==> src/hdl/dsrp_pkg.sv <==
`timescale 1ns / 1ps

package dsrp_pkg;

  // input word kinds, carried on tuser
  typedef enum logic [1:0] {
    OP_TICK      = 2'd0,
    OP_SET_GOALS = 2'd1,
    OP_ENABLE    = 2'd2,
    OP_DISABLE   = 2'd3
  } op_e;

  // configuration register indexes
  typedef enum logic [1:0] {
    CFG_RAMP_DIVIDER  = 2'd0,
    CFG_RAMP_STEP     = 2'd1,
    CFG_MAX_SPEED     = 2'd2,
    CFG_STEPS_PER_REV = 2'd3
  } cfg_idx_e;

  localparam int unsigned CfgDataW  = 16;
  localparam int unsigned StepW     = 15;
  localparam int unsigned SpeedMaxW = 15;
  localparam int unsigned SprW      = 13;

  localparam logic [15:0]          RampDivRst = 16'd50;
  localparam logic [StepW-1:0]     RampStpRst = 15'd50;
  localparam logic [SpeedMaxW-1:0] MaxSpdRst  = 15'd5000;
  localparam logic [SprW-1:0]      SprRst     = 13'd200;

  // rate = spr * |speed| / 1000 ; period = (1e6 / rate) / 20 = 50000 / rate
  localparam int unsigned ProdW   = SprW + SpeedMaxW;
  localparam int unsigned DivDsrW = 19;
  localparam int unsigned PerW    = 16;
  localparam int unsigned PerNum  = 1000000 / 20;

  // x / 1000 = ((x >> 3) * ceil(2^32 / 125)) >> 32, exact for x below 2^28
  localparam int unsigned          RecipPre  = 3;
  localparam int unsigned          RecipPost = 32;
  localparam int unsigned          RecipMulW = 26;
  localparam logic [RecipMulW-1:0] RecipMul  = 26'd34359739;

  typedef enum logic [2:0] {
    ST_IDLE,
    ST_MUL,
    ST_RATE,
    ST_RATE_CHK,
    ST_PER_WAIT,
    ST_COUNT
  } ctrl_state_e;

  typedef struct packed {
    logic accept;
    logic count;
    logic out_load;
    logic mul;
    logic rate_ld;
    logic div_start;
    logic per_wr;
    logic sel;
  } cmd_t;

  typedef struct packed {
    logic tick;
    logic changed;
    logic div_done;
    logic rate_zero;
  } status_t;

endpackage

==> src/hdl/dsrp_div.sv <==
`timescale 1ns / 1ps

module dsrp_div #(
  parameter int unsigned DividendW = dsrp_pkg::PerW,
  parameter int unsigned DivisorW  = dsrp_pkg::DivDsrW
) (
  input  logic                 clk_i,
  input  logic                 rst_ni,
  input  logic                 start_i,
  input  logic [DividendW-1:0] dividend_i,
  input  logic [DivisorW-1:0]  divisor_i,
  output logic [DividendW-1:0] quo_o,
  output logic                 done_o
);

  localparam int unsigned CntW = $clog2(DividendW + 1);

  logic [DividendW-1:0] quo_q, quo_d;
  logic [DivisorW-1:0]  rem_q, rem_d;
  logic [DivisorW-1:0]  dsr_q;
  logic [CntW-1:0]      cnt_q;
  logic                 busy_q, done_q;
  logic [DivisorW:0]    r_sh, r_nx;
  logic                 ge;

  // restoring division, one quotient bit per cycle
  always_comb begin
    r_sh  = {rem_q, quo_q[DividendW-1]};
    ge    = r_sh >= {1'b0, dsr_q};
    r_nx  = ge ? r_sh - {1'b0, dsr_q} : r_sh;
    rem_d = r_nx[DivisorW-1:0];
    quo_d = {quo_q[DividendW-2:0], ge};
  end

  always_ff @(posedge clk_i or negedge rst_ni) begin
    if (!rst_ni) begin
      busy_q <= 1'b0;
      done_q <= 1'b0;
      cnt_q  <= '0;
    end else begin
      done_q <= 1'b0;
      if (start_i) begin
        busy_q <= 1'b1;
        cnt_q  <= CntW'(DividendW);
      end else if (busy_q) begin
        cnt_q <= cnt_q - 1'b1;
        if (cnt_q == CntW'(1)) begin
          busy_q <= 1'b0;
          done_q <= 1'b1;
        end
      end
    end
  end

  always_ff @(posedge clk_i) begin
    if (start_i) begin
      quo_q <= dividend_i;
      rem_q <= '0;
      dsr_q <= divisor_i;
    end else if (busy_q) begin
      quo_q <= quo_d;
      rem_q <= rem_d;
    end
  end

  assign quo_o  = quo_q;
  assign done_o = done_q;

endmodule

==> src/hdl/dsrp_dp.sv <==
`timescale 1ns / 1ps

module dsrp_dp (
  input  logic                  clk_i,
  input  logic                  rst_ni,
  input  logic                  cfg_valid_i,
  input  logic [1:0]            cfg_index_i,
  input  logic [15:0]           cfg_data_i,
  input  logic [1:0]            op_i,
  input  logic signed [15:0]    goal_a_i,
  input  logic signed [15:0]    goal_b_i,
  input  dsrp_pkg::cmd_t        cmd_i,
  output dsrp_pkg::status_t     st_o,
  output logic [4:0]            out_o
);

  localparam int unsigned RecipW = dsrp_pkg::ProdW - dsrp_pkg::RecipPre + dsrp_pkg::RecipMulW;

  function automatic logic signed [15:0] ramp_toward(input logic signed [15:0] now,
                                                     input logic signed [15:0] goal,
                                                     input logic [14:0] step);
    logic signed [16:0] now_x, goal_x, step_x, up, dn, res;
    now_x  = 17'(now);
    goal_x = 17'(goal);
    step_x = $signed({2'b00, step});
    up     = now_x + step_x;
    dn     = now_x - step_x;
    res    = now_x;
    if (now < goal) begin
      res = (up > goal_x) ? goal_x : up;
    end else if (now > goal) begin
      res = (dn < goal_x) ? goal_x : dn;
    end
    return res[15:0];
  endfunction

  // config registers
  logic [15:0]                        ramp_div_q;
  logic [dsrp_pkg::StepW-1:0]         ramp_step_q;
  logic [dsrp_pkg::SpeedMaxW-1:0]     max_speed_q;
  logic [dsrp_pkg::SprW-1:0]          spr_q;

  logic [15:0]        ramp_count_q;
  logic signed [15:0] now_a_q, now_b_q, goal_a_q, goal_b_q;
  logic [15:0]        period_a_q, period_b_q;
  logic [16:0]        cnt_a_q, cnt_b_q;
  logic               dir_a_q, dir_b_q, disabled_q;
  logic [dsrp_pkg::ProdW-1:0]   prod_q;
  logic [dsrp_pkg::DivDsrW-1:0] rate_q;
  logic [4:0]         out_q;

  dsrp_pkg::op_e      op;
  logic [15:0]        rc_inc;
  logic               adjust, changed;
  logic signed [15:0] na, nb, spd;
  logic [15:0]        mag;
  logic [dsrp_pkg::SpeedMaxW-1:0] mag_c;
  logic [16:0]        cnt_a_d, cnt_b_d;
  logic               step_a, step_b, disabled_nx;
  logic [RecipW-1:0]            recip;
  logic [dsrp_pkg::DivDsrW-1:0] rate_d;
  logic [dsrp_pkg::PerW-1:0]    div_quo, per_val;
  logic               div_done, rate_zero;

  always_comb begin
    op      = dsrp_pkg::op_e'(op_i);
    rc_inc  = (ramp_count_q != 16'hFFFF) ? ramp_count_q + 16'd1 : ramp_count_q;
    adjust  = rc_inc >= ramp_div_q;
    na      = ramp_toward(now_a_q, goal_a_q, ramp_step_q);
    nb      = ramp_toward(now_b_q, goal_b_q, ramp_step_q);
    changed = adjust && ((na != now_a_q) || (nb != now_b_q));
  end

  // speed magnitude for the selected channel, clamped to max_speed
  always_comb begin
    spd   = cmd_i.sel ? now_b_q : now_a_q;
    mag   = spd[15] ? 16'(-spd) : 16'(spd);
    mag_c = (mag > {1'b0, max_speed_q}) ? max_speed_q : mag[14:0];
  end

  // step counters; an idle channel parks its counter at -1
  always_comb begin
    cnt_a_d = cnt_a_q + 17'd1;
    step_a  = 1'b0;
    if (period_a_q == '0) begin
      cnt_a_d = '1;
    end else if ($signed(cnt_a_d) >= $signed({1'b0, period_a_q})) begin
      cnt_a_d = '0;
      step_a  = 1'b1;
    end
    cnt_b_d = cnt_b_q + 17'd1;
    step_b  = 1'b0;
    if (period_b_q == '0) begin
      cnt_b_d = '1;
    end else if ($signed(cnt_b_d) >= $signed({1'b0, period_b_q})) begin
      cnt_b_d = '0;
      step_b  = 1'b1;
    end
  end

  always_comb begin
    disabled_nx = disabled_q;
    if (cmd_i.accept && op == dsrp_pkg::OP_DISABLE) disabled_nx = 1'b1;
    if (cmd_i.accept && op == dsrp_pkg::OP_ENABLE)  disabled_nx = 1'b0;
  end

  // /1000 by reciprocal multiply; 50000 / rate on the serial divider
  always_comb begin
    recip     = RecipW'(prod_q[dsrp_pkg::ProdW-1:dsrp_pkg::RecipPre])
              * RecipW'(dsrp_pkg::RecipMul);
    rate_d    = recip[dsrp_pkg::RecipPost +: dsrp_pkg::DivDsrW];
    rate_zero = (rate_q == '0);
    per_val   = rate_zero ? '0 : div_quo;
  end

  dsrp_div #(
    .DividendW (dsrp_pkg::PerW),
    .DivisorW  (dsrp_pkg::DivDsrW)
  ) u_div (
    .clk_i      (clk_i),
    .rst_ni     (rst_ni),
    .start_i    (cmd_i.div_start),
    .dividend_i (dsrp_pkg::PerW'(dsrp_pkg::PerNum)),
    .divisor_i  (rate_q),
    .quo_o      (div_quo),
    .done_o     (div_done)
  );

  always_ff @(posedge clk_i or negedge rst_ni) begin
    if (!rst_ni) begin
      ramp_div_q   <= dsrp_pkg::RampDivRst;
      ramp_step_q  <= dsrp_pkg::RampStpRst;
      max_speed_q  <= dsrp_pkg::MaxSpdRst;
      spr_q        <= dsrp_pkg::SprRst;
      ramp_count_q <= '0;
      now_a_q      <= '0;
      now_b_q      <= '0;
      goal_a_q     <= '0;
      goal_b_q     <= '0;
      period_a_q   <= '0;
      period_b_q   <= '0;
      cnt_a_q      <= '0;
      cnt_b_q      <= '0;
      dir_a_q      <= 1'b0;
      dir_b_q      <= 1'b0;
      disabled_q   <= 1'b0;
    end else begin
      if (cfg_valid_i) begin
        case (dsrp_pkg::cfg_idx_e'(cfg_index_i))
          dsrp_pkg::CFG_RAMP_DIVIDER:  ramp_div_q  <= cfg_data_i;
          dsrp_pkg::CFG_RAMP_STEP:     ramp_step_q <= cfg_data_i[14:0];
          dsrp_pkg::CFG_MAX_SPEED:     max_speed_q <= cfg_data_i[14:0];
          dsrp_pkg::CFG_STEPS_PER_REV: spr_q       <= cfg_data_i[12:0];
          default: ;
        endcase
      end
      disabled_q <= disabled_nx;
      if (cmd_i.accept) begin
        case (op)
          dsrp_pkg::OP_SET_GOALS: begin
            goal_a_q <= goal_a_i;
            goal_b_q <= goal_b_i;
          end
          dsrp_pkg::OP_DISABLE: begin
            now_a_q <= '0;
            now_b_q <= '0;
          end
          dsrp_pkg::OP_TICK: begin
            ramp_count_q <= adjust ? 16'd0 : rc_inc;
            if (adjust) begin
              now_a_q <= na;
              now_b_q <= nb;
            end
            if (changed) begin
              if (na > 0)      dir_a_q <= 1'b1;
              else if (na < 0) dir_a_q <= 1'b0;
              if (nb < 0)      dir_b_q <= 1'b1;
              else if (nb > 0) dir_b_q <= 1'b0;
            end
          end
          default: ;
        endcase
      end
      if (cmd_i.per_wr) begin
        if (cmd_i.sel) period_b_q <= per_val;
        else           period_a_q <= per_val;
      end
      if (cmd_i.count) begin
        cnt_a_q <= cnt_a_d;
        cnt_b_q <= cnt_b_d;
      end
    end
  end

  always_ff @(posedge clk_i) begin
    if (cmd_i.mul) prod_q <= {15'b0, spr_q} * {13'b0, mag_c};
    if (cmd_i.rate_ld) rate_q <= rate_d;
    if (cmd_i.out_load) begin
      out_q <= {disabled_nx, dir_b_q, dir_a_q,
                step_b & cmd_i.count, step_a & cmd_i.count};
    end
  end

  always_comb begin
    st_o.tick      = (op == dsrp_pkg::OP_TICK);
    st_o.changed   = changed;
    st_o.div_done  = div_done;
    st_o.rate_zero = rate_zero;
  end

  assign out_o = out_q;

endmodule

==> src/hdl/dsrp_ctrl.sv <==
`timescale 1ns / 1ps

module dsrp_ctrl (
  input  logic              clk_i,
  input  logic              rst_ni,
  input  logic              in_valid_i,
  output logic              in_ready_o,
  output logic              out_valid_o,
  input  logic              out_ready_i,
  input  dsrp_pkg::status_t st_i,
  output dsrp_pkg::cmd_t    cmd_o
);

  dsrp_pkg::ctrl_state_e state_q, state_d;
  logic sel_q, sel_d;
  logic out_valid_q, out_valid_d;
  logic out_free;

  assign out_free = !out_valid_q || out_ready_i;

  // next state
  always_comb begin
    state_d = state_q;
    case (state_q)
      dsrp_pkg::ST_IDLE: begin
        if (in_valid_i && out_free && st_i.tick && st_i.changed) state_d = dsrp_pkg::ST_MUL;
      end
      dsrp_pkg::ST_MUL:  state_d = dsrp_pkg::ST_RATE;
      dsrp_pkg::ST_RATE: state_d = dsrp_pkg::ST_RATE_CHK;
      dsrp_pkg::ST_RATE_CHK: begin
        if (!st_i.rate_zero) state_d = dsrp_pkg::ST_PER_WAIT;
        else if (sel_q)      state_d = dsrp_pkg::ST_COUNT;
        else                 state_d = dsrp_pkg::ST_MUL;
      end
      dsrp_pkg::ST_PER_WAIT: begin
        if (st_i.div_done) state_d = sel_q ? dsrp_pkg::ST_COUNT : dsrp_pkg::ST_MUL;
      end
      dsrp_pkg::ST_COUNT: begin
        if (out_free) state_d = dsrp_pkg::ST_IDLE;
      end
      default: state_d = dsrp_pkg::ST_IDLE;
    endcase
  end

  // outputs
  always_comb begin
    cmd_o      = '0;
    in_ready_o = 1'b0;
    case (state_q)
      dsrp_pkg::ST_IDLE: begin
        in_ready_o = out_free;
        if (in_valid_i && out_free) begin
          cmd_o.accept = 1'b1;
          if (!(st_i.tick && st_i.changed)) begin
            cmd_o.out_load = 1'b1;
            cmd_o.count    = st_i.tick;
          end
        end
      end
      dsrp_pkg::ST_MUL:  cmd_o.mul = 1'b1;
      dsrp_pkg::ST_RATE: cmd_o.rate_ld = 1'b1;
      dsrp_pkg::ST_RATE_CHK: begin
        // zero rate: no division, the period is cleared
        if (st_i.rate_zero) cmd_o.per_wr    = 1'b1;
        else                cmd_o.div_start = 1'b1;
      end
      dsrp_pkg::ST_PER_WAIT: begin
        if (st_i.div_done) cmd_o.per_wr = 1'b1;
      end
      dsrp_pkg::ST_COUNT: begin
        if (out_free) begin
          cmd_o.count    = 1'b1;
          cmd_o.out_load = 1'b1;
        end
      end
      default: ;
    endcase
    cmd_o.sel = sel_q;
  end

  always_comb begin
    sel_d = sel_q;
    if (cmd_o.accept)      sel_d = 1'b0;
    else if (cmd_o.per_wr) sel_d = 1'b1;
    out_valid_d = out_valid_q;
    if (cmd_o.out_load)    out_valid_d = 1'b1;
    else if (out_ready_i)  out_valid_d = 1'b0;
  end

  always_ff @(posedge clk_i or negedge rst_ni) begin
    if (!rst_ni) begin
      state_q     <= dsrp_pkg::ST_IDLE;
      sel_q       <= 1'b0;
      out_valid_q <= 1'b0;
    end else begin
      state_q     <= state_d;
      sel_q       <= sel_d;
      out_valid_q <= out_valid_d;
    end
  end

  assign out_valid_o = out_valid_q;

endmodule

==> src/hdl/dual_stepper_ramp_pulse_gen.sv <==
`timescale 1ns / 1ps
// Channel   Dir  Handshake                    Payload
// s_axis    in   s_axis_tvalid/s_axis_tready  tdata goals, tuser op
// m_axis    out  m_axis_tvalid/m_axis_tready  tdata step and line flags
// cfg       in   cfg_valid_i/cfg_ready_o      cfg_index_i, cfg_data_i
//
// One result word per input word. A word that changes no speed loads its result
// as it is accepted. A tick that changes a speed runs, per motor, A before B, the
// product, the reciprocal multiply for /1000, a check and a 16-step serial
// division of 50000 by the rate (none if its rate is zero), then a count step.
// Reset is asynchronous, active low; registers with a reset restart at their default values.
// A stalled result holds the output register; input is refused until it is taken.

module dual_stepper_ramp_pulse_gen (
  input  logic        clk_i,
  input  logic        rst_ni,
  input  logic        s_axis_tvalid,
  output logic        s_axis_tready,
  input  logic [31:0] s_axis_tdata,   // [15:0] goal_a, [31:16] goal_b
  input  logic [1:0]  s_axis_tuser,   // [1:0] op
  output logic        m_axis_tvalid,
  input  logic        m_axis_tready,
  output logic [7:0]  m_axis_tdata,   // [0] step_a, [1] step_b, [2] dir_a, [3] dir_b,
                                      // [4] enable_low, [7:5] zero
  input  logic        cfg_valid_i,
  output logic        cfg_ready_o,
  input  logic [1:0]  cfg_index_i,
  input  logic [15:0] cfg_data_i
);

  dsrp_pkg::cmd_t    cmd;
  dsrp_pkg::status_t st;
  logic [4:0]        out;

  dsrp_ctrl u_ctrl (
    .clk_i       (clk_i),
    .rst_ni      (rst_ni),
    .in_valid_i  (s_axis_tvalid),
    .in_ready_o  (s_axis_tready),
    .out_valid_o (m_axis_tvalid),
    .out_ready_i (m_axis_tready),
    .st_i        (st),
    .cmd_o       (cmd)
  );

  dsrp_dp u_dp (
    .clk_i       (clk_i),
    .rst_ni      (rst_ni),
    .cfg_valid_i (cfg_valid_i),
    .cfg_index_i (cfg_index_i),
    .cfg_data_i  (cfg_data_i),
    .op_i        (s_axis_tuser),
    .goal_a_i    (s_axis_tdata[15:0]),
    .goal_b_i    (s_axis_tdata[31:16]),
    .cmd_i       (cmd),
    .st_o        (st),
    .out_o       (out)
  );

  assign cfg_ready_o  = 1'b1;
  assign m_axis_tdata = {3'b000, out};

endmodule

==> config.mk <==
export PLATFORM = sky130hd
export DESIGN_NAME = dual_stepper_ramp_pulse_gen
export DESIGN_NICKNAME = d
export VERILOG_FILES = /design/src/hdl/dsrp_pkg.sv /design/src/hdl/dsrp_div.sv /design/src/hdl/dsrp_dp.sv /design/src/hdl/dsrp_ctrl.sv /design/src/hdl/dual_stepper_ramp_pulse_gen.sv
export SDC_FILE = /design/constraint.sdc
export NUM_CORES = 2
export LEC_CHECK = 0
export BUFFER_PORTS_ARGS = -buffer_cell sky130_fd_sc_hd__buf_2
export CAP_MARGIN = 20
export CORE_ASPECT_RATIO = 0.8
export CORE_MARGIN = 5
export CORE_UTILIZATION = 40
export CTS_CLUSTER_SIZE = 14
export DETAILED_ROUTE_END_ITERATION = 10
export PLACE_DENSITY = 0.65
export SYNTH_ARGS = -nofsm -noshare
export SYNTH_HDL_FRONTEND = slang
export SYNTH_SLANG_ARGS = --single-unit
==> constraint.sdc <==
create_clock -name clk_i -period 11.3 [get_ports clk_i]
set_input_delay 1.13 -clock clk_i [delete_from_list [all_inputs] [get_ports clk_i]]
set_output_delay 1.13 -clock clk_i [all_outputs]
set_load 0.02 [all_outputs]
==> impl_metrics.env <==
export IMPL_status="complete, no violations"
export IMPL_post_cts_buffers=0
export IMPL_setup_viol=0
export IMPL_synth_seq_area_share_pct=20.86
export IMPL_via_per_inst=5.343
export IMPL_maxCapViolCount=0
export IMPL_grt_usage_pct=19.93
export IMPL_cp_depth=39
export IMPL_reg2reg_slack_ps=1000
export IMPL_rsz0062_at_grt="false"
export IMPL_core_area_um2=98460
export IMPL_avgSynthCellArea_um2=9.128
export IMPL_gp_congestion=0.9541
export IMPL_criticalPathCategory="flip-flop to flip-flop"
export IMPL_path_buf_inv=6
export IMPL_wirelength_um=105400
export IMPL_routed_top_layer="met5"
export IMPL_synth_warnings=0
export IMPL_yosys_register_bits=323
export IMPL_tns_ps=0
export IMPL_overflow=0
export IMPL_die_h_um=291.5
export IMPL_io_pins=68
export IMPL_clk_pin_slew_ps=60
export IMPL_dpl_cell_area_um2=41160
export IMPL_ctsResizeCount=0
export IMPL_avgRoutedWirePerCell_um=18.61
export IMPL_final_cell_mix="inv_1, ha_1, fa_1, nand2_1, o21ai_0"
export IMPL_met1_length_um=52370
export IMPL_rows=103
export IMPL_critPathMaxFanout=22
export IMPL_nets=5293
export IMPL_cts_inserted_buffers=39
export IMPL_finalMaxSlewViolations=0
export IMPL_critPathCaptureType="flip-flop"
export IMPL_ctsRootBufferMaster="clkbuf_16"
export IMPL_clockBufferDepth=3
export IMPL_hold_buffers=0
export IMPL_route_met3_wl_um=9661
export IMPL_relSlewSlack_pct=26.19
export IMPL_fmax_mhz=97.05
export IMPL_critPathCapture="u_dp.prod_q[26]"
export IMPL_r2r_start="u_ctrl.sel_q"
export IMPL_clk_latency_ps=590
export IMPL_slowest_stage="dfrtp_1"
export IMPL_syn_inst=4341
export IMPL_worstMarginPinSlew_ps=1093
export IMPL_synth_top_cell_by_area="ha_1"
export IMPL_cp_required_ps=11620
export IMPL_final_hold_violation_count=0
export IMPL_hold_class="flip-flop to flip-flop"
export IMPL_die_area_um2=105500
export IMPL_dpl_hpwl_um=84600
export IMPL_vias=30250
export IMPL_synth_cell_types=90
export IMPL_final_area_um2=42590
export IMPL_drc=0
export IMPL_reg2reg_to="u_dp.prod_q[26]"
export IMPL_cp_top_family="compound AO/OA/AOI/OAI gates"
export IMPL_cts_tree="built"
export IMPL_route_met2_wl_um=41440
export IMPL_startpoint="u_ctrl.sel_q"
export IMPL_synth_edf_count=68
export IMPL_die_w_um=361.9
export IMPL_syn_cell_area_um2=39630
export IMPL_fin_worst_skew_ps=34.14
export IMPL_ys_top_cells_by_area="ha_1, fa_1, dfrtp_1"
export IMPL_slowest_delay_ps=620
export IMPL_rr_worst_depth=39
export IMPL_grt_pass1_vias=29820
export IMPL_synthArstFlopShare_pct=68.11
export IMPL_drtIter0Drc=2527
export IMPL_synth_ff_type="dfrtp_1"
export IMPL_antenna_found_initial=2
export IMPL_cts_sinks=323
export IMPL_grt_max_degree=87
export IMPL_final_layout_size_suffix_gt1_share_pct=7.568
export IMPL_grt_pass1_wl_um=169300
export IMPL_min_period_over_period_pct=91.19
export IMPL_cp_arrival_ps=10620
export IMPL_portBuffers=63
export IMPL_layout_min_cycle_time_ps=10300
export IMPL_area_growth_pct=7.490
export IMPL_detail_route_antenna_nets=0
export IMPL_initial_core_util_pct=40.25
export IMPL_dr_pass1_iters=5
export IMPL_hold_path_depth=0
export IMPL_start_kind="flip-flop"
export IMPL_layout_commonest_cell="inv_1"
export IMPL_htree_levels=2
export IMPL_synth_top_area_share_pct=17.87
==> worst min-delay path by stage <==
stage,from,end
global route,u_dp.rate_q[4],u_dp.u_div.dsr_q[4]
detailed placement,u_dp.rate_q[14],u_dp.u_div.dsr_q[14]
finish,u_dp.rate_q[17],u_dp.u_div.dsr_q[17]
CTS,u_dp.rate_q[7],u_dp.u_div.dsr_q[7]
floorplan,u_dp.rate_q[14],u_dp.u_div.dsr_q[14]
global placement,u_dp.dir_a_q,u_dp.out_o[2]
==> state kept, by name (all words and copies together) (netlist names), 17 cells and up <==
register	flops
u_dp.prod_q	25
u_dp.u_div.dsr_q	19
u_dp.cnt_b_q	17
u_dp.rate_q	19
u_dp.cnt_a_q	17
u_dp.u_div.rem_q	19
==> synthesized netlist by cell type (all sizes together) (14+ instances only) <==
cell type / n
a31oi: 24
clkbuf: 121
fa: 352
a21o: 66
o21bai: 15
or2: 18
dfrtp: 206
mux2i: 79
nand2: 351
nor2b: 60
dfstp: 14
xor2: 55
o21a: 34
nand4: 39
a22o: 22
xnor2: 130
a21oi: 212
nor3: 49
o211ai: 28
nand3: 67
a211oi: 27
nor4: 27
mux2: 109
nand2b: 43
and3: 36
nor3b: 14
nor2: 213
buf: 37
dfxtp: 35
and2: 85
ha: 566
o21ai: 236
or3: 14
o31ai: 19
edfxtp: 68
inv: 707
==> kinds of logic (layout without fill, tap and decap cells) <==
logic type,Yosys count,after routing,share of synthesized area [%]
AOI/OAI and AO/OA,815,815,13.13
xor gates and xnor gates,185,185,4.089
buffers and inverters,865,869,8.342
DFF,323,323,20.86
muxes,188,188,5.093
and+or+nand+nor,1045,1045,12.81
other,2,6,0.01895
adders and majority gates,918,918,35.66
==> cell type report <==
type,instances,area [um2]
fillers,9594,55870
inverters,707,2654
well taps,1312,1642
diodes,2,5.005
clock buffers,46,1065
flip-flops and latches,323,8267
clock inverters,24,310.3
multi-input cells,3155,28090
repair buffers,92,558.0
==> metal layers <==
layer | track usage, % | vias to the layer above
met5 | 0 | -
met3 | 5.148 | 124
met2 | 27.50 | 945
met4 | 3.667 | 2
met1 | 31.27 | 14610
li1 | - | 14570
==> metrics by stage <==
step	util, %	hold WS, ps	setup slack (ps)	instances
3_5_place_dp	41.80	434.6	802.2	5585
6_report	43.26	445.2	996.0	5661
4_1_cts	43.20	447.9	751.5	5655
3_3_place_gp	41.80	430.1	894.5	5585
2_1_floorplan	-	417.7	1105	4343
5_1_grt	43.25	453.7	183.3	5659
Power is not shown: default switching activity piles up to over one toggle a cycle in this logic, so the estimate is an artifact.
